$ cat src/rtl/ultrasonic_echo_ranger_macros.svh
// assertion macros used by the echo ranger top level
`ifndef ULTRASONIC_ECHO_RANGER_MACROS_SVH
`define ULTRASONIC_ECHO_RANGER_MACROS_SVH

// same-cycle implication, checked out of reset
`define UER_ASSERT_NOW(label, clk, rst_n, cond, prop) \
    label: assert property (@(posedge clk) disable iff (!rst_n) (cond) |-> (prop)) \
        else $error("echo ranger check failed");

// next-cycle implication, checked out of reset
`define UER_ASSERT_NEXT(label, clk, rst_n, cond, prop) \
    label: assert property (@(posedge clk) disable iff (!rst_n) (cond) |=> (prop)) \
        else $error("echo ranger check failed");

`endif

$ cat src/rtl/uer_pkg.sv
// types, constants and codes shared by the echo ranger modules
`default_nettype none

package uer_pkg;

    // width of the microsecond counter
    localparam int TIME_BITS = 16;
    typedef logic [TIME_BITS-1:0] us_count_t;
    localparam us_count_t TIME_MAX = '1;

    // measurement phases
    typedef enum logic [2:0] {
        PH_IDLE      = 3'd0,
        PH_PRE_LOW   = 3'd1,
        PH_TRIG_HIGH = 3'd2,
        PH_WAIT_RISE = 3'd3,
        PH_MEASURE   = 3'd4
    } phase_t;

    // configuration register indexes
    typedef enum logic [1:0] {
        CFG_CYCLES_PER_US = 2'd0,
        CFG_TIMEOUT_US    = 2'd1,
        CFG_PRE_LOW_US    = 2'd2,
        CFG_TRIG_HIGH_US  = 2'd3
    } cfg_index_t;

    localparam int CFG_DATA_W = 16;

    // configuration reset values
    localparam logic [7:0]  RST_CYCLES_PER_US = 8'd96;
    localparam logic [15:0] RST_TIMEOUT_US    = 16'd30000;
    localparam logic [7:0]  RST_PRE_LOW_US    = 8'd5;
    localparam logic [7:0]  RST_TRIG_HIGH_US  = 8'd10;

    // one configuration write
    typedef struct packed {
        logic                  valid;
        cfg_index_t            index;
        logic [CFG_DATA_W-1:0] data;
    } cfg_wr_t;

    // stream widths
    localparam int IN_TDATA_W  = 8;
    localparam int DIST_W      = 16;
    localparam int OUT_TDATA_W = 24;

    // classified item passed from front to back
    typedef struct packed {
        logic      trig;
        logic      busy;
        logic      done;
        logic      timed_out;
        us_count_t echo_us;
    } meas_item_t;

    // queue between front and back
    localparam int QUEUE_DEPTH = 2;
    localparam int QPTR_W      = $clog2(QUEUE_DEPTH);

    // distance arithmetic: (us*100 + 29) / 58 by reciprocal multiply
    localparam int N_BITS      = TIME_BITS + 7;
    localparam int RECIP_BITS  = 27;
    localparam int RECIP_SHIFT = 32;
    localparam int P_BITS      = N_BITS + RECIP_BITS;
    localparam int Q_BITS      = P_BITS - RECIP_SHIFT;
    localparam logic [RECIP_BITS-1:0] RECIP = 27'd74051160;
    localparam logic [6:0] SCALE    = 7'd100;
    localparam logic [6:0] ROUND    = 7'd29;
    localparam logic [6:0] DIVISOR  = 7'd58;

endpackage

`default_nettype wire

$ cat src/rtl/uer_queue.sv
// short queue that decouples the phase machine from the distance pipeline
`default_nettype none

module uer_queue
(
    input  wire logic                  clk,
    input  wire logic                  rst_n,
    input  wire logic                  push_valid,
    output logic                       push_ready,
    input  wire uer_pkg::meas_item_t   push_item,
    output logic                       pop_valid,
    input  wire logic                  pop_ready,
    output uer_pkg::meas_item_t        pop_item
);
    import uer_pkg::*;

    meas_item_t        entry_reg [QUEUE_DEPTH];
    logic [QPTR_W-1:0] wr_ptr_reg;
    logic [QPTR_W-1:0] rd_ptr_reg;
    logic [QPTR_W:0]   count_reg;
    logic              do_push;
    logic              do_pop;

    // handshakes
    assign push_ready = (count_reg != (QPTR_W+1)'(QUEUE_DEPTH));
    assign pop_valid  = (count_reg != '0);
    assign pop_item   = entry_reg[rd_ptr_reg];
    assign do_push    = push_valid && push_ready;
    assign do_pop     = pop_valid && pop_ready;

    // pointers and fill count
    always_ff @(posedge clk or negedge rst_n)
    begin
        if (!rst_n)
        begin
            wr_ptr_reg <= '0;
            rd_ptr_reg <= '0;
            count_reg  <= '0;
        end
        else
        begin
            if (do_push)
            begin
                wr_ptr_reg <= (wr_ptr_reg == QPTR_W'(QUEUE_DEPTH-1)) ? '0 : wr_ptr_reg + 1'b1;
            end
            if (do_pop)
            begin
                rd_ptr_reg <= (rd_ptr_reg == QPTR_W'(QUEUE_DEPTH-1)) ? '0 : rd_ptr_reg + 1'b1;
            end
            if (do_push && !do_pop)
            begin
                count_reg <= count_reg + 1'b1;
            end
            else if (do_pop && !do_push)
            begin
                count_reg <= count_reg - 1'b1;
            end
        end
    end

    // entry storage
    always_ff @(posedge clk)
    begin
        if (do_push)
        begin
            entry_reg[wr_ptr_reg] <= push_item;
        end
    end

endmodule

`default_nettype wire

$ cat config.mk
export PLATFORM = sky130hd
export DESIGN_NAME = uer_queue
export DESIGN_NICKNAME = d
export VERILOG_FILES = /design/src/rtl/ultrasonic_echo_ranger_macros.svh /design/src/rtl/uer_pkg.sv /design/src/rtl/uer_queue.sv
export SDC_FILE = /design/constraint.sdc
export NUM_CORES = 1
export LEC_CHECK = 0
export ABC_AREA = 1
export BUFFER_PORTS_ARGS = -buffer_cell sky130_fd_sc_hd__buf_2
export CAP_MARGIN = 20
export CORE_ASPECT_RATIO = 1.2
export CORE_UTILIZATION = 55
export CTS_CLUSTER_DIAMETER = 200
export DETAILED_ROUTE_END_ITERATION = 10
export GPL_TIMING_DRIVEN = 0
export PLACE_DENSITY_LB_ADDON = 0.12
export SLEW_MARGIN = 20
export SYNTH_ARGS = -nofsm -noshare
export SYNTH_HDL_FRONTEND = slang
export SYNTH_SLANG_ARGS = --single-unit
$ cat constraint.sdc
create_clock -name clk -period 5.65 [get_ports clk]
set_clock_uncertainty 0.1 [all_clocks]
set_input_delay 1.13 -clock clk [delete_from_list [all_inputs] [get_ports clk]]
set_output_delay 1.13 -clock clk [all_outputs]
set_load 0.1 [all_outputs]
==> flow_summary.toml, run 1 <==
[layout]
layout_commonest_cell = "nand2_1"
nFillCells = 220
syn_to_final_growth_pct = 22.4
nNetsFinal = 212
final_cells = 222
drive_gt1_frac = 0.367
final_cell_mix = "nand2_1 (66), buf_2 (45), edfxtp_1 (40), clkbuf_4 (5)"
num_antenna_cells = 0
largest_register_ffs = 40

[floorplan]
die_w_um = 52.9
fp.dieH_um = 63.1
ios = 46
row_count = 21
core_area_um2 = 2860
die-area_um2 = 3340
initial_utilization = 0.598

[timing]
setup_viol = 0
tightest_slew_ps = 542
fin_crit_sh = 0.506
hold_violations = 0
rsz0062_at_grt = "false"
max_freq_ghz = 0.350
period_minus_slack_ps = 2860
maxSlewHeadroom = 0.638
worst_slack_ps = 2790
setup_tns_ps = 0
final_max_slew_viol_count = 0

[grt]
grt_pass1_wl_um = 4650
grt_pass1_vias = 1108
grt-ovfl-total = 0
grtUsageTotal = 0.201
grt_max_degree = 15
antenna_found_initial = 0

[setup_path]
start_kind = "register"
cp_max_fo = 10
critPathKind = "register to output port"
cp_top_family = "buffers and inverters"
cp_data_required_time_ps = 4420
crit_buf_inv = 3
crit_chain = "inv_2, buf_6, nand2_1, nand2_1, buf_2"
crit_path_end_kind = "output port"
cpPeakStageDelay_ps = 450
crit_top_cell = "nand2_1"
critPathSlowestCell = "dfrtp_1"
arrival_ps = 1630

[routing]
dr.pass1.iters = 4
drtIter0Drc = 35
routed_via_density = 4.91
vias = 1090
finalWirelength_um = 2880
detail-route-antenna-nets = 0
routedWlPerCell_um = 13.0
drc = 0

[logic_synthesis]
synth.distinct_cells = 15
syn_avg_cell_area_um2 = 12.9
synthCells = 133
synth_top_cell_area_share = 0.701
synth_seq_area_share = 0.760
syn_area_um2 = 1710
yosys_warnings = 0
synthTopCellsByArea = "edfxtp_1 (70%), nand2_1 (14%), dfrtp_1 (5.8%)"
synth_top_area_cell = "edfxtp_1"
synth_seq_cells = 44
synth.net_count = 158

[placement]
placedCellCount = 214
dp_hpwl_um = 2020
dp_slack_ps = 3210
gp_congestion = 0.775
port_buffers = 45

[clock_tree]
cts-buffers-inserted = 5
htree_levels = 2
clkTransAtPathRegs_ps = 130
clockBufferDepth = 2
clk_latency_ps = 360
clkSinkCount = 44
root_buffer = "clkbuf_4"
cts_resized = 0
cts_tree = "yes"
cts_hold_buf = 0
cts_setup_buffers = 0

[run_status]
outcome = "finished clean"

[job]
drv_cap = 0

[worst_hold_path]
hold_path.class = "register to register"
cell type report:
cell class / count / area [µm²] / share of cell area
Buffer: 4 / 41.3 / 0.0197
Clock inverter: 3 / 42.5 / 0.0203
Tap cell: 34 / 42.5 / 0.0203
Multi-Input combinational cell: 78 / 349 / 0.167
Timing Repair Buffer: 47 / 255 / 0.122
Clock buffer: 5 / 37.5 / 0.0179
Inverter: 7 / 26.3 / 0.0125
Sequential cell: 44 / 1300 / 0.621
cell usage after synthesis (all sizes together):
master,count
xor2,1
nor2,2
nand2,70
inv,7
dfrtp,4
ha,1
nand4,1
xnor2,1
edfxtp,40
nand3,2
buf,4
stage by stage:
stage	instance area (µm²)	utilization	hold slack, ps
floorplan	1710	-	385
global placement	1980	0.692	398
detailed placement	2020	0.704	420
CTS	2100	0.732	438
global route	2100	0.732	443
finish	2100	0.732	436
path summary, 6_finish.rpt:
kind	endpoint	from	slack, ps	cells after the start
worst max-delay path	pop_item[1]	rd_ptr_reg	2790	5
worst min-delay path	count_reg[0]	count_reg[0]	440	1
worst max register to register	entry_reg[0][14]	count_reg[0]	3980	5
worst min register to register	count_reg[0]	count_reg[0]	440	1
max in group asynchronous	count_reg[0]	rst_n	4860	1
min in group asynchronous	wr_ptr_reg	rst_n	450	1
cell families (layout without fill, tap and decap cells):
family	Yosys count	count (layout)	share of synthesized area
XOR/XNOR	2	2	0.0146
AND/OR/NAND/NOR	75	75	0.179
flip-flops	44	44	0.760
buffers and inverters	11	66	0.0394
adder cells (fa/ha/maj)	1	1	0.00730
worst reg2reg max path, cell delays in order, from the launching register on:
cell     delay [ps]
dfrtp_1         420
inv_2            80
nand2_4          70
nand2_4          70
nor2_2          430
buf_8           230
metal layers:
layer,part of all wire,GRT usage,up-vias
met1,0.38,0.216,501
met3,0.064,0.0604,7
met2,0.54,0.350,36
met4,0.019,0.0888,0
met5,0,0,-
li1,-,-,546
Power of run 1 is not shown: default switching activity piles up to over one toggle a cycle in this logic, so the estimate is an artifact.
==> run 2: changes to the inputs <==
--- a/config.mk
+++ b/config.mk
@@ -9,7 +9,7 @@
 export BUFFER_PORTS_ARGS = -buffer_cell sky130_fd_sc_hd__buf_2
 export CAP_MARGIN = 20
 export CORE_ASPECT_RATIO = 1.2
-export CORE_UTILIZATION = 55
+export CORE_UTILIZATION = 46
 export CTS_CLUSTER_DIAMETER = 200
 export DETAILED_ROUTE_END_ITERATION = 10
 export GPL_TIMING_DRIVEN = 0
==> constraint.sdc (replaced) <==
create_clock -name clk -period 2.6 [get_ports clk]
set_clock_uncertainty 0.1 [all_clocks]
set_input_delay 0.52 -clock clk [delete_from_list [all_inputs] [get_ports clk]]
set_output_delay 0.52 -clock clk [all_outputs]
set_load 0.1 [all_outputs]
==> run 2 against run 1 <==
The flow now finishes with violations (DRC). First-iteration DRC count fell by 8.6%. Routed wire length fell by 1.6%. Global-route usage fell by 4.0 points. Hold slack got worse by 130 ps. Cell count rose by 1.4%. Non-clock buffer count rose by 1. Highest routed layer unchanged. Sequential share of layout area fell by 1.7 points. Flip-flop and latch count did not move. Via count fell by 1.9%.
==> flow_summary.toml, run 2 (synthesized netlist as in run 1, its figures left out) <==
[run_status]
outcome = "finished, violations left"
violations = "DRC"

[job]
drv_cap = 0

[floorplan]
core_area_um2 = 3450
fp.dieH_um = 68.8
die_w_um = 57.7
ios = 46
die-area_um2 = 3970
row_count = 23
initial_utilization = 0.496

[layout]
drive_gt1_frac = 0.362
nNetsFinal = 213
syn_to_final_growth_pct = 25.8
largest_register_ffs = 40
layout_commonest_cell = "nand2_1"
nFillCells = 271
num_antenna_cells = 0
final_cell_mix = "nand2_1 (66), buf_2 (45), edfxtp_1 (40), clkbuf_8 (5)"
post-route-util = 0.624

[placement]
port_buffers = 45
dp_hpwl_um = 1990
gp_congestion = 0.605

[clock_tree]
clkSinkCount = 44
clkTransAtPathRegs_ps = 80
cts_tree = "yes"
clk_latency_ps = 290
htree_levels = 2
root_buffer = "clkbuf_8"
cts-buffers-inserted = 5
clockBufferDepth = 2

[timing]
period_minus_slack_ps = 2110
tightest_slew_ps = 602
rsz0062_at_grt = "false"
hold_violations = 0
final_max_slew_viol_count = 0
maxSlewHeadroom = 0.598
fin_crit_sh = 0.811
setup_viol = 0
setup_tns_ps = 0
max_freq_ghz = 0.474

[routing]
routed_via_density = 4.75
finalWirelength_um = 2830
routedWlPerCell_um = 12.6
drtIter0Drc = 32
drc = 5
detail-route-antenna-nets = 0
vias = 1069
dr.pass1.iters = 9

[setup_path]
start_kind = "register"
critPathKind = "register to output port"
cp_data_required_time_ps = 1980
crit_path_end_kind = "output port"
cp_max_fo = 10
arrival_ps = 1490

[grt]
grt_max_degree = 15
grtUsageTotal = 0.161
antenna_found_initial = 0
grt_pass1_vias = 1040
grt-ovfl-total = 0
grt_pass1_wl_um = 4440

[worst_hold_path]
hold_path.class = "primary input to register"
==> run 2: path summary, 6_finish.rpt <==
kind	start	to	slack (ps)	cells after the start
setup / recovery	rd_ptr_reg	pop_item[9]	490	5
hold / removal	push_item[10]	entry_reg[0][10]	310	1
setup reg to reg	count_reg[0]	entry_reg[0][9]	880	5
hold reg to reg	count_reg[0]	count_reg[0]	420	1
max in group asynchronous	rst_n	count_reg[1]	1830	2
min in group asynchronous	rst_n	rd_ptr_reg	450	2
==> run 2: what timing repair did <==
action                    CTS  global route
setup buffers               0             0
resized for setup           0             0
hold buffers                1             0
hold endpoints to repair    4             0
==> run 2: area by class of cell <==
class / count / area [µm²] / area share
buffer: 4 / 41.3 / 0.0192
clock inverter: 2 / 60.1 / 0.0279
multi-input combinational: 78 / 349 / 0.162
sequential: 44 / 1300 / 0.604
timing repair buffer: 48 / 262 / 0.121
inverter: 7 / 26.3 / 0.0122
tap: 37 / 46.3 / 0.0215
clock buffer: 5 / 68.8 / 0.0319
==> run 2: per-stage QoR <==
| step | cell area (µm²) | instances | setup WS [ps] | hold WS (ps) |
|---|---|---|---|---|
| finish | 2150 | 225 | 491 | 306 |
| global route | 2150 | 225 | 383 | 289 |
| CTS | 2150 | 225 | 475 | 299 |
| detailed placement | 2020 | 217 | 752 | 230 |
| global placement | 1980 | 215 | 100 | 230 |
| floorplan | 1710 | 133 | 425 | 124 |
==> run 2: per-layer routing <==
layer / track usage / share of wire / vias up / wire length [µm]
met5: 0 / 0 / - / 0
met4: 0.0804 / 0.021 / 0 / 59
met3: 0.0728 / 0.071 / 6 / 201
met2: 0.282 / 0.52 / 36 / 1490
met1: 0.163 / 0.38 / 482 / 1080
li1: - / - / 545 / -
==> run 2: worst max-delay path: stages, from the launching register on <==
cell and delay [ps]:
dfrtp_1 420, inv_2 100, buf_6 140, nand2_1 60
nand2_1 50, buf_2 420
Power of run 2 is left out for the same reason.
