### src/rtl/ultrasonic_echo_ranger_macros.svh
// assertion macros used by the echo ranger top level
`ifndef ULTRASONIC_ECHO_RANGER_MACROS_SVH
`define ULTRASONIC_ECHO_RANGER_MACROS_SVH

// same-cycle implication, checked out of reset
`define UER_ASSERT_NOW(label, clk, rst_n, cond, prop) \
    label: assert property (@(posedge clk) disable iff (!rst_n) (cond) |-> (prop)) \
        else $error("echo ranger check failed");

// next-cycle implication, checked out of reset
`define UER_ASSERT_NEXT(label, clk, rst_n, cond, prop) \
    label: assert property (@(posedge clk) disable iff (!rst_n) (cond) |=> (prop)) \
        else $error("echo ranger check failed");

`endif

### src/rtl/uer_pkg.sv
// types, constants and codes shared by the echo ranger modules
`default_nettype none

package uer_pkg;

    // width of the microsecond counter
    localparam int TIME_BITS = 16;
    typedef logic [TIME_BITS-1:0] us_count_t;
    localparam us_count_t TIME_MAX = '1;

    // measurement phases
    typedef enum logic [2:0] {
        PH_IDLE      = 3'd0,
        PH_PRE_LOW   = 3'd1,
        PH_TRIG_HIGH = 3'd2,
        PH_WAIT_RISE = 3'd3,
        PH_MEASURE   = 3'd4
    } phase_t;

    // configuration register indexes
    typedef enum logic [1:0] {
        CFG_CYCLES_PER_US = 2'd0,
        CFG_TIMEOUT_US    = 2'd1,
        CFG_PRE_LOW_US    = 2'd2,
        CFG_TRIG_HIGH_US  = 2'd3
    } cfg_index_t;

    localparam int CFG_DATA_W = 16;

    // configuration reset values
    localparam logic [7:0]  RST_CYCLES_PER_US = 8'd96;
    localparam logic [15:0] RST_TIMEOUT_US    = 16'd30000;
    localparam logic [7:0]  RST_PRE_LOW_US    = 8'd5;
    localparam logic [7:0]  RST_TRIG_HIGH_US  = 8'd10;

    // one configuration write
    typedef struct packed {
        logic                  valid;
        cfg_index_t            index;
        logic [CFG_DATA_W-1:0] data;
    } cfg_wr_t;

    // stream widths
    localparam int IN_TDATA_W  = 8;
    localparam int DIST_W      = 16;
    localparam int OUT_TDATA_W = 24;

    // classified item passed from front to back
    typedef struct packed {
        logic      trig;
        logic      busy;
        logic      done;
        logic      timed_out;
        us_count_t echo_us;
    } meas_item_t;

    // queue between front and back
    localparam int QUEUE_DEPTH = 2;
    localparam int QPTR_W      = $clog2(QUEUE_DEPTH);

    // distance arithmetic: (us*100 + 29) / 58 by reciprocal multiply
    localparam int N_BITS      = TIME_BITS + 7;
    localparam int RECIP_BITS  = 27;
    localparam int RECIP_SHIFT = 32;
    localparam int P_BITS      = N_BITS + RECIP_BITS;
    localparam int Q_BITS      = P_BITS - RECIP_SHIFT;
    localparam logic [RECIP_BITS-1:0] RECIP = 27'd74051160;
    localparam logic [6:0] SCALE    = 7'd100;
    localparam logic [6:0] ROUND    = 7'd29;
    localparam logic [6:0] DIVISOR  = 7'd58;

endpackage

`default_nettype wire

### src/rtl/uer_front.sv
// front: config registers, prescaler and measurement phase machine
`default_nettype none

module uer_front
(
    input  wire logic               clk,
    input  wire logic               rst_n,
    input  wire uer_pkg::cfg_wr_t   cfg_wr,
    input  wire logic               accept,
    input  wire logic               echo_level,
    input  wire logic               start_request,
    output uer_pkg::meas_item_t     item
);
    import uer_pkg::*;

    logic [7:0]  cycles_per_us_reg;
    logic [15:0] timeout_us_reg;
    logic [7:0]  pre_low_us_reg;
    logic [7:0]  trig_high_us_reg;

    phase_t      phase_reg, phase_next;
    logic [7:0]  prescale_reg, prescale_next;
    us_count_t   elapsed_reg, elapsed_next;

    logic [7:0]  div;
    logic        tick;
    logic [7:0]  adv_prescale;
    us_count_t   adv_elapsed;
    logic        done;
    logic        timed_out;
    us_count_t   meas_us;

    // configuration registers
    always_ff @(posedge clk or negedge rst_n)
    begin
        if (!rst_n)
        begin
            cycles_per_us_reg <= RST_CYCLES_PER_US;
            timeout_us_reg    <= RST_TIMEOUT_US;
            pre_low_us_reg    <= RST_PRE_LOW_US;
            trig_high_us_reg  <= RST_TRIG_HIGH_US;
        end
        else if (cfg_wr.valid)
        begin
            case (cfg_wr.index)
                CFG_CYCLES_PER_US: cycles_per_us_reg <= cfg_wr.data[7:0];
                CFG_TIMEOUT_US:    timeout_us_reg    <= cfg_wr.data;
                CFG_PRE_LOW_US:    pre_low_us_reg    <= cfg_wr.data[7:0];
                CFG_TRIG_HIGH_US:  trig_high_us_reg  <= cfg_wr.data[7:0];
                default:           ;
            endcase
        end
    end

    // phase and timer state
    always_ff @(posedge clk or negedge rst_n)
    begin
        if (!rst_n)
        begin
            phase_reg    <= PH_IDLE;
            prescale_reg <= '0;
            elapsed_reg  <= '0;
        end
        else
        begin
            phase_reg    <= phase_next;
            prescale_reg <= prescale_next;
            elapsed_reg  <= elapsed_next;
        end
    end

    // microsecond prescaler, zero divisor counts as one
    always_comb
    begin
        div          = (cycles_per_us_reg == 8'd0) ? 8'd1 : cycles_per_us_reg;
        tick         = ({1'b0, prescale_reg} + 9'd1) >= {1'b0, div};
        adv_prescale = tick ? 8'd0 : prescale_reg + 8'd1;
        adv_elapsed  = (tick && elapsed_reg != TIME_MAX) ? elapsed_reg + 1'b1 : elapsed_reg;
    end

    // next phase and classification of the item
    always_comb
    begin
        phase_next    = phase_reg;
        prescale_next = prescale_reg;
        elapsed_next  = elapsed_reg;
        done          = 1'b0;
        timed_out     = 1'b0;
        meas_us       = '0;
        if (accept)
        begin
            case (phase_reg)
                PH_PRE_LOW:
                begin
                    prescale_next = adv_prescale;
                    elapsed_next  = adv_elapsed;
                    if (adv_elapsed >= us_count_t'(pre_low_us_reg))
                    begin
                        phase_next    = PH_TRIG_HIGH;
                        prescale_next = '0;
                        elapsed_next  = '0;
                    end
                end
                PH_TRIG_HIGH:
                begin
                    prescale_next = adv_prescale;
                    elapsed_next  = adv_elapsed;
                    if (adv_elapsed >= us_count_t'(trig_high_us_reg))
                    begin
                        phase_next    = PH_WAIT_RISE;
                        prescale_next = '0;
                        elapsed_next  = '0;
                    end
                end
                PH_WAIT_RISE:
                begin
                    if (echo_level)
                    begin
                        phase_next    = PH_MEASURE;
                        prescale_next = '0;
                        elapsed_next  = '0;
                    end
                    else
                    begin
                        prescale_next = adv_prescale;
                        elapsed_next  = adv_elapsed;
                        if (adv_elapsed >= us_count_t'(timeout_us_reg))
                        begin
                            done          = 1'b1;
                            timed_out     = 1'b1;
                            phase_next    = PH_IDLE;
                            prescale_next = '0;
                            elapsed_next  = '0;
                        end
                    end
                end
                PH_MEASURE:
                begin
                    if (!echo_level)
                    begin
                        done          = 1'b1;
                        meas_us       = elapsed_reg;
                        phase_next    = PH_IDLE;
                        prescale_next = '0;
                        elapsed_next  = '0;
                    end
                    else
                    begin
                        prescale_next = adv_prescale;
                        elapsed_next  = adv_elapsed;
                        if (adv_elapsed >= us_count_t'(timeout_us_reg))
                        begin
                            done          = 1'b1;
                            timed_out     = 1'b1;
                            phase_next    = PH_IDLE;
                            prescale_next = '0;
                            elapsed_next  = '0;
                        end
                    end
                end
                default:
                begin
                    // idle and unused codes: a start opens a run
                    phase_next    = start_request ? PH_PRE_LOW : PH_IDLE;
                    prescale_next = '0;
                    elapsed_next  = '0;
                end
            endcase
        end
    end

    // item for the back end, flags reflect the state after this cycle
    always_comb
    begin
        item.trig      = (phase_next == PH_TRIG_HIGH);
        item.busy      = (phase_next != PH_IDLE);
        item.done      = done;
        item.timed_out = timed_out;
        item.echo_us   = meas_us;
    end

endmodule

`default_nettype wire

### config.mk
export PLATFORM = sky130hd
export DESIGN_NAME = uer_front
export DESIGN_NICKNAME = d
export VERILOG_FILES = /design/src/rtl/ultrasonic_echo_ranger_macros.svh /design/src/rtl/uer_pkg.sv /design/src/rtl/uer_front.sv
export SDC_FILE = /design/constraint.sdc
export NUM_CORES = 1
export LEC_CHECK = 0
export ABC_AREA = 1
export ABC_CLOCK_PERIOD_IN_PS = 5020
export BUFFER_PORTS_ARGS = -buffer_cell sky130_fd_sc_hd__buf_2
export CAP_MARGIN = 20
export CORE_ASPECT_RATIO = 1.75
export CORE_MARGIN = 1.5
export CORE_UTILIZATION = 60
export DETAILED_ROUTE_END_ITERATION = 8
export HOLD_SLACK_MARGIN = 0.12
export PLACE_DENSITY = 0.81
export SETUP_SLACK_MARGIN = 0.05
export SYNTH_ARGS = -nofsm -noshare
export SYNTH_HDL_FRONTEND = slang
export SYNTH_SLANG_ARGS = --single-unit
### constraint.sdc
create_clock -name clk -period 5.02 [get_ports clk]
set_input_delay 0.753 -clock clk [delete_from_list [all_inputs] [get_ports clk]]
set_output_delay 0.753 -clock clk [all_outputs]
set_load 0.02 [all_outputs]
==> results.ini, run 1 <==
[die]
start_util_pct=61.1
fp.dieH_um=119
num_rows=42
die_x_um=69.1
io_pins=44
core_area_um2=7510
dieArea_um2=8210

[clocking]
cts_num_sinks=67
cts_tree=built
cts_buffer_depth=2
cts_buffers=9
ctsRootBufferMaster=clkbuf_16
path_clk_slew_ns=0.06
htreeDepth=3
hold_buffers=0
worstSkewPairLatency_ns=0.34

[synthesis]
yosysSeqAreaShare_pct=36.9
synth_cell_types=31
yosys_warnings=0
syn_area_per_cell_um2=7.23
synth_seq_cells=67
syn_inst=635
synth_nets=701
syn_area_um2=4590

[sta]
tightest_slew_ns=0.865
period_minus_slack_ns=5.57
worst_slack_ns=-0.551
finalClockSkew_ns=0.00834
maxSlewHeadroom_pct=42.3
period_share_pct=111
slew_violations=0
finalSetupViolCount=15
rsz0062_at_grt=yes
tns_ns=-2.32
timing.hold.ws_ns=0.486
fmax_mhz=180
finalHoldViolations=0

[setup_path]
r2r_end=prescale_reg[2]
worstSetupStartpoint=prescale_reg[3]
critPathRequiredTime_ns=4.27
reg2reg_slack_ns=-0.10
crit_top_cell=nand2_1
r2r_cells=43
critPathArrivalTime_ns=4.82
criticalPathCategory=register to output port
start_kind=register
endpoint_kind=output port
crit_fanout=6
critPathMaxStageDelay_ns=0.49
path_depth=34
r2r-start=prescale_reg[3]
critical_path_buf_inv_count=8
crit_family=simple AND/OR/NAND/NOR gates
crit_path_end=item[19]
crit_path_top_delay_cell=dfrtp_1

[pwr]
powerDensity_nw_per_um2=414
p_leak_nw=3.10
vdd_drop_max_mv=0.261

[grt]
grt_antenna_before_repair=0
grt-ovfl-total=0
grt_max_degree=68
grt_pass1_wl_um=20600
grt_pass1_vias=4528
grtUsageTotal_pct=31.3

[finish]
synthToLayoutAreaGrowth_pct=25.7
n_antenna_cell=0
final_nets=776
drive_gt1_share_pct=24.5

[place]
dp_hpwl_um=8340
gp_congestion=0.949
port_buffers=43
place_ws_ns=0.119

[detailed_routing]
wirelength_um=14800
antenna_left=0
drc=0
drtPass1Iterations=5
num_vias=4823
wire_per_inst_um=18.4
vias_per_cell=6.01
dr.first_iter.drc_count=707

[worst_hold_path]
hold_path_class=register to register

[job]
cap_viol_max_count=0

[run_status]
violations=setup timing
status=finished, violations left

[layer usage]
layer / wire length, µm / share of wire (%) / up-vias / track usage (%)
li1: - / - / 2154 / -
met2: 7520 / 51 / 336 / 54.4
met1: 5040 / 34 / 2217 / 34.5
met3: 1110 / 7.5 / 116 / 4.60
met5: 0 / 0 / - / 0
met4: 1130 / 7.6 / 0 / 21.3
[placed cells by master, fill, tap and decap left out, drive strengths merged, types with 2 or more instances in the layout]
master      n
clkbuf     10
dfrtp      54
nor4        3
nand2     161
clkinv      4
nor2       40
clkinvlp    2
nor3       26
inv       124
ha         42
a21oi      21
o21ai      59
buf        79
nand3      47
xor2       17
dfstp      13
bufinv      2
nand4       4
[layout make-up]
cell class / instances / area (µm²)
Timing Repair Buffer: 79 / 527
Inverter: 126 / 475
Fill cell: 473 / 1740
Tap cell: 88 / 110
Clock buffer: 10 / 239
Sequential cell: 67 / 1700
Multi-Input combinational cell: 427 / 2640
Clock inverter: 6 / 88.8
[cell families after synthesis]
group | Yosys count | synth area share, %
and+or+nand+nor | 280 | 26.3
buffers and inverters | 142 | 12.3
xor gates and xnor gates | 18 | 3.43
AOI/OAI and AO/OA | 86 | 9.70
adders and majority gates | 42 | 11.4
DFF | 67 | 36.9
[cell usage after synthesis, drive strengths merged]
cell type  number  area (µm²)
nand4           4        40.0
o211ai          1        7.51
a21boi          1        7.51
xor2           17         149
o22ai           1        6.26
dfstp          13         342
o21ai          59         295
buf             5        48.8
inv           124         465
clkinv          2        7.51
ha             42         526
dfrtp          54        1350
clkbuf         11        41.3
nor4            3        18.8
xnor2           1        8.76
nor3           26         130
a21oi          21         105
nand3          46         240
a31oi           1        6.26
nor2           40         160
a41o            1        10.0
nand2         161         617
o21bai          1        7.51
[worst min path at each step]
| stage | startpoint | endpoint | cells past startpoint |
|---|---|---|---|
| final | timeout_us_reg[13] | timeout_us_reg[13] | 2 |
| after global routing | timeout_us_reg[12] | timeout_us_reg[12] | 2 |
| after CTS | timeout_us_reg[7] | timeout_us_reg[7] | 2 |
| after detailed placement | timeout_us_reg[7] | timeout_us_reg[7] | 2 |
| after global placement | trig_high_us_reg[6] | trig_high_us_reg[6] | 2 |
| after floorplan | cycles_per_us_reg[7] | cycles_per_us_reg[7] | 2 |
[worst min-delay path, stage by stage, from the launching register on]
cell and delay (ns):
dfstp_2 0.36, inv_1 0.07, a21oi_1 0.06
[per-stage QoR]
step | instances | power (W) | cell area (µm²) | utilization, %
after global placement | 755 | 0.00127 | 4860 | 64.7
after detailed placement | 755 | 0.00130 | 4860 | 64.7
after CTS | 792 | 0.00212 | 5500 | 73.2
after floorplan | 635 | 0.00115 | 4590 | -
after global routing | 803 | 0.00248 | 5770 | 76.8
final | 803 | 0.00239 | 5770 | 76.8
[where the power goes]
group | leakage, nW | switching [W] | internal [W]
Combinational | 2.11 | 0.000623 | 0.000384
Sequential | 0.836 | 0.0000566 | 0.000625
Clock | 0.155 | 0.000251 | 0.000448
[timing repair]
action                                  4_1_cts  5_1_grt
cloned                                        0        1
hold endpoints to repair                      0        0
resized for setup                            44       40
endpoints found under the setup margin        3       28
pin swaps                                    20       18
buffers inserted                             21        9
(Power assumes the default switching activity.)
==> run 2: changes to the inputs <==
CORE_UTILIZATION = 55   (was 60)
MAX_ROUTING_LAYER = met4   (was default)
PLACE_DENSITY = 0.75   (was 0.81)
==> run 2 against run 1 <==
Via count is 11% lower. Power is 14% lower. Sequential cell count stayed put. Die area is 8.8% higher. Global-route usage is 2.7 points lower. Non-clock buffer count is 16 lower. Critical endpoint unchanged. Clock-buffer cell count is 4 higher. Fmax is 11% higher. Critical path type unchanged. Clock skew is 0.0044 ns lower. The flow still finishes with violations (setup timing).
==> results.ini, run 2 (synthesis results as in run 1) <==
[run_status]
status=finished, violations left  ; unchanged
violations=setup timing  ; unchanged

[sta]
tightest_slew_ns=1.04  ; was 0.865 ns
period_minus_slack_ns=5.03  ; was 5.57 ns
slew_violations=0  ; unchanged
finalHoldViolations=0  ; unchanged
maxSlewHeadroom_pct=30.8  ; was 42.3%
finalSetupViolCount=1  ; was 15
worst_slack_ns=-0.00833  ; was -0.551 ns
period_share_pct=100  ; was 111%
timing.hold.ws_ns=0.480  ; was 0.486 ns
finalClockSkew_ns=0.00390  ; was 0.00834 ns
rsz0062_at_grt=yes  ; unchanged
fmax_mhz=199  ; was 180 MHz

[finish]
synthToLayoutAreaGrowth_pct=18.1  ; was 25.7%
n_antenna_cell=0  ; unchanged
drive_gt1_share_pct=17.9  ; was 24.5%
final_nets=759  ; was 776
final_cell_mix=150 x nand2_1, 120 x inv_1, 53 x dfrtp_1  ; was 143 x nand2_1, 118 x inv_1, 51 x dfrtp_1
instances_no_fill=788  ; was 803
n_fill_cell=675  ; was 473
fin_util_pct=67.6  ; was 76.8%
mostFrequentLayoutCell=nand2_1  ; unchanged

[worst_hold_path]
hp-start=pre_low_us_reg[7]  ; was timeout_us_reg[13]
holdPathStages=2  ; unchanged
hold_path_class=register to register  ; unchanged
hold-path-endpoint=pre_low_us_reg[7]  ; was timeout_us_reg[13]

[setup_path]
critPathMaxStageDelay_ns=0.47  ; was 0.49 ns
crit_fanout=7  ; was 6
start_kind=register  ; unchanged
crit_family=simple AND/OR/NAND/NOR gates  ; unchanged
reg2reg_slack_ns=0.55  ; was -0.10 ns
r2r_end=prescale_reg[0]  ; was prescale_reg[2]
critPathRequiredTime_ns=4.27  ; about the same
criticalPathCategory=register to output port  ; unchanged
r2r-start=prescale_reg[2]  ; was prescale_reg[3]
crit_path_top_delay_cell=dfrtp_1  ; unchanged
critical_path_buf_inv_count=4  ; was 8
r2r_cells=38  ; was 43
endpoint_kind=output port  ; unchanged
critPathArrivalTime_ns=4.28  ; was 4.82 ns
crit_top_cell=nand2_1  ; unchanged

[place]
port_buffers=43  ; unchanged
gp_congestion=1.01  ; was 0.949
dp_hpwl_um=8380  ; was 8340 µm
placed_cells=757  ; was 755
place_ws_ns=0.0788  ; was 0.119 ns

[job]
cap_viol_max_count=0  ; unchanged

[clocking]
path_clk_slew_ns=0.05  ; was 0.06 ns
cts_buffers=9  ; unchanged
htreeDepth=3  ; unchanged
cts_tree=built  ; unchanged
hold_buffers=0  ; unchanged
cts_buffer_depth=2  ; unchanged
cts_num_sinks=67  ; unchanged
worstSkewPairLatency_ns=0.33  ; was 0.34 ns
ctsRootBufferMaster=clkbuf_16  ; unchanged

[die]
fp.dieH_um=124  ; was 119 µm
die_x_um=72.1  ; was 69.1 µm
start_util_pct=57.3  ; was 61.1%
io_pins=44  ; unchanged
dieArea_um2=8920  ; was 8210 µm²
core_area_um2=8020  ; was 7510 µm²
num_rows=43  ; was 42

[detailed_routing]
vias_per_cell=5.43  ; was 6.01
num_vias=4280  ; was 4,823
drtPass1Iterations=5  ; unchanged
wire_per_inst_um=14.8  ; was 18.4 µm
dr.first_iter.drc_count=291  ; was 707
wirelength_um=11700  ; was 14,800 µm
drc=0  ; unchanged
antenna_left=0  ; unchanged

[grt]
grt_antenna_before_repair=0  ; unchanged
grtUsageTotal_pct=28.6  ; was 31.3%
grt_pass1_wl_um=19000  ; was 20,600 µm
grt_max_degree=68  ; unchanged
grt-ovfl-total=0  ; unchanged
grt_pass1_vias=4253  ; was 4,528

[pwr]
p_leak_nw=2.95  ; was 3.10 nW
vdd_drop_max_mv=0.336  ; was 0.261 mV
powerDensity_nw_per_um2=379  ; was 414 nW/µm²

==> run 2: changes by cell type in the layout (fill, tap and decap cells not counted), moves of 5 or more <==
cell / previous run / this run
nand2_1: 143 / 150
a21oi_1: 16 / 21
a21oi_2: 5 / 0
nand2_2: 15 / 10
buf_4: 35 / 20
nor2_1: 30 / 35
==> run 2: report_power, final <==
group / total [W] / internal [W] / leakage [nW] / switching, W
sequential: 0.000678 / 0.000625 / 0.839 / 0.0000536
clock: 0.000620 / 0.000398 / 0.141 / 0.000223
combinational: 0.000756 / 0.000276 / 1.97 / 0.000480
total: 0.00205 / 0.00130 / 2.95 / 0.000757
==> run 2: metal layers <==
metal,up-vias,global-route usage (%),wire (µm)
li1,2117,-,-
met1,1992,29.6,4560
met2,121,49.8,6050
met3,50,3.96,417
met4,0,19.2,640
met5,-,-,0
==> run 2: timing repair <==
action | CTS | global route
resized for setup | 21 | 21
setup endpoints to repair | 3 | 3
gates cloned | 0 | 0
pin swaps | 13 | 11
buffers inserted | 9 | 6
==> run 2: tightest hold or removal path: stages (launching register included) <==
cell and delay, ns:
dfrtp_1 0.34, nand2_1 0.05, o21ai_0 0.06
==> run 2: area by class of cell <==
type	instances	area (µm²)	area share [%]
Sequential cell	67	1690	31.3
Tap cell	90	113	2.08
Inverter	126	473	8.73
Clock buffer	14	254	4.69
Multi-Input combinational cell	426	2470	45.5
Clock inverter	2	35.0	0.646
Timing Repair Buffer	63	384	7.09
==> run 2: worst max path at each step <==
stage                          startpoint  cells past startpoint  slack [ns]  endpoint
final                     prescale_reg[2]                     39      -0.008  item[19]
after global routing      prescale_reg[0]                     39       -0.32  item[19]
after CTS                 prescale_reg[1]                     39        0.04  item[19]
after detailed placement  prescale_reg[0]                     34        0.08  item[19]
after global placement    prescale_reg[0]                     34        0.22  item[19]
after floorplan           prescale_reg[0]                     33        0.52  item[19]
==> run 2: through the flow <==
step                total power [W]  setup TNS (ns)  cell area, µm²
finish                      0.00205        -0.00833            5420
global placement            0.00128               0            4870
CTS                         0.00198               0            5310
detailed placement          0.00130               0            4870
floorplan                   0.00115               0            4590
global route                0.00219          -0.648            5420
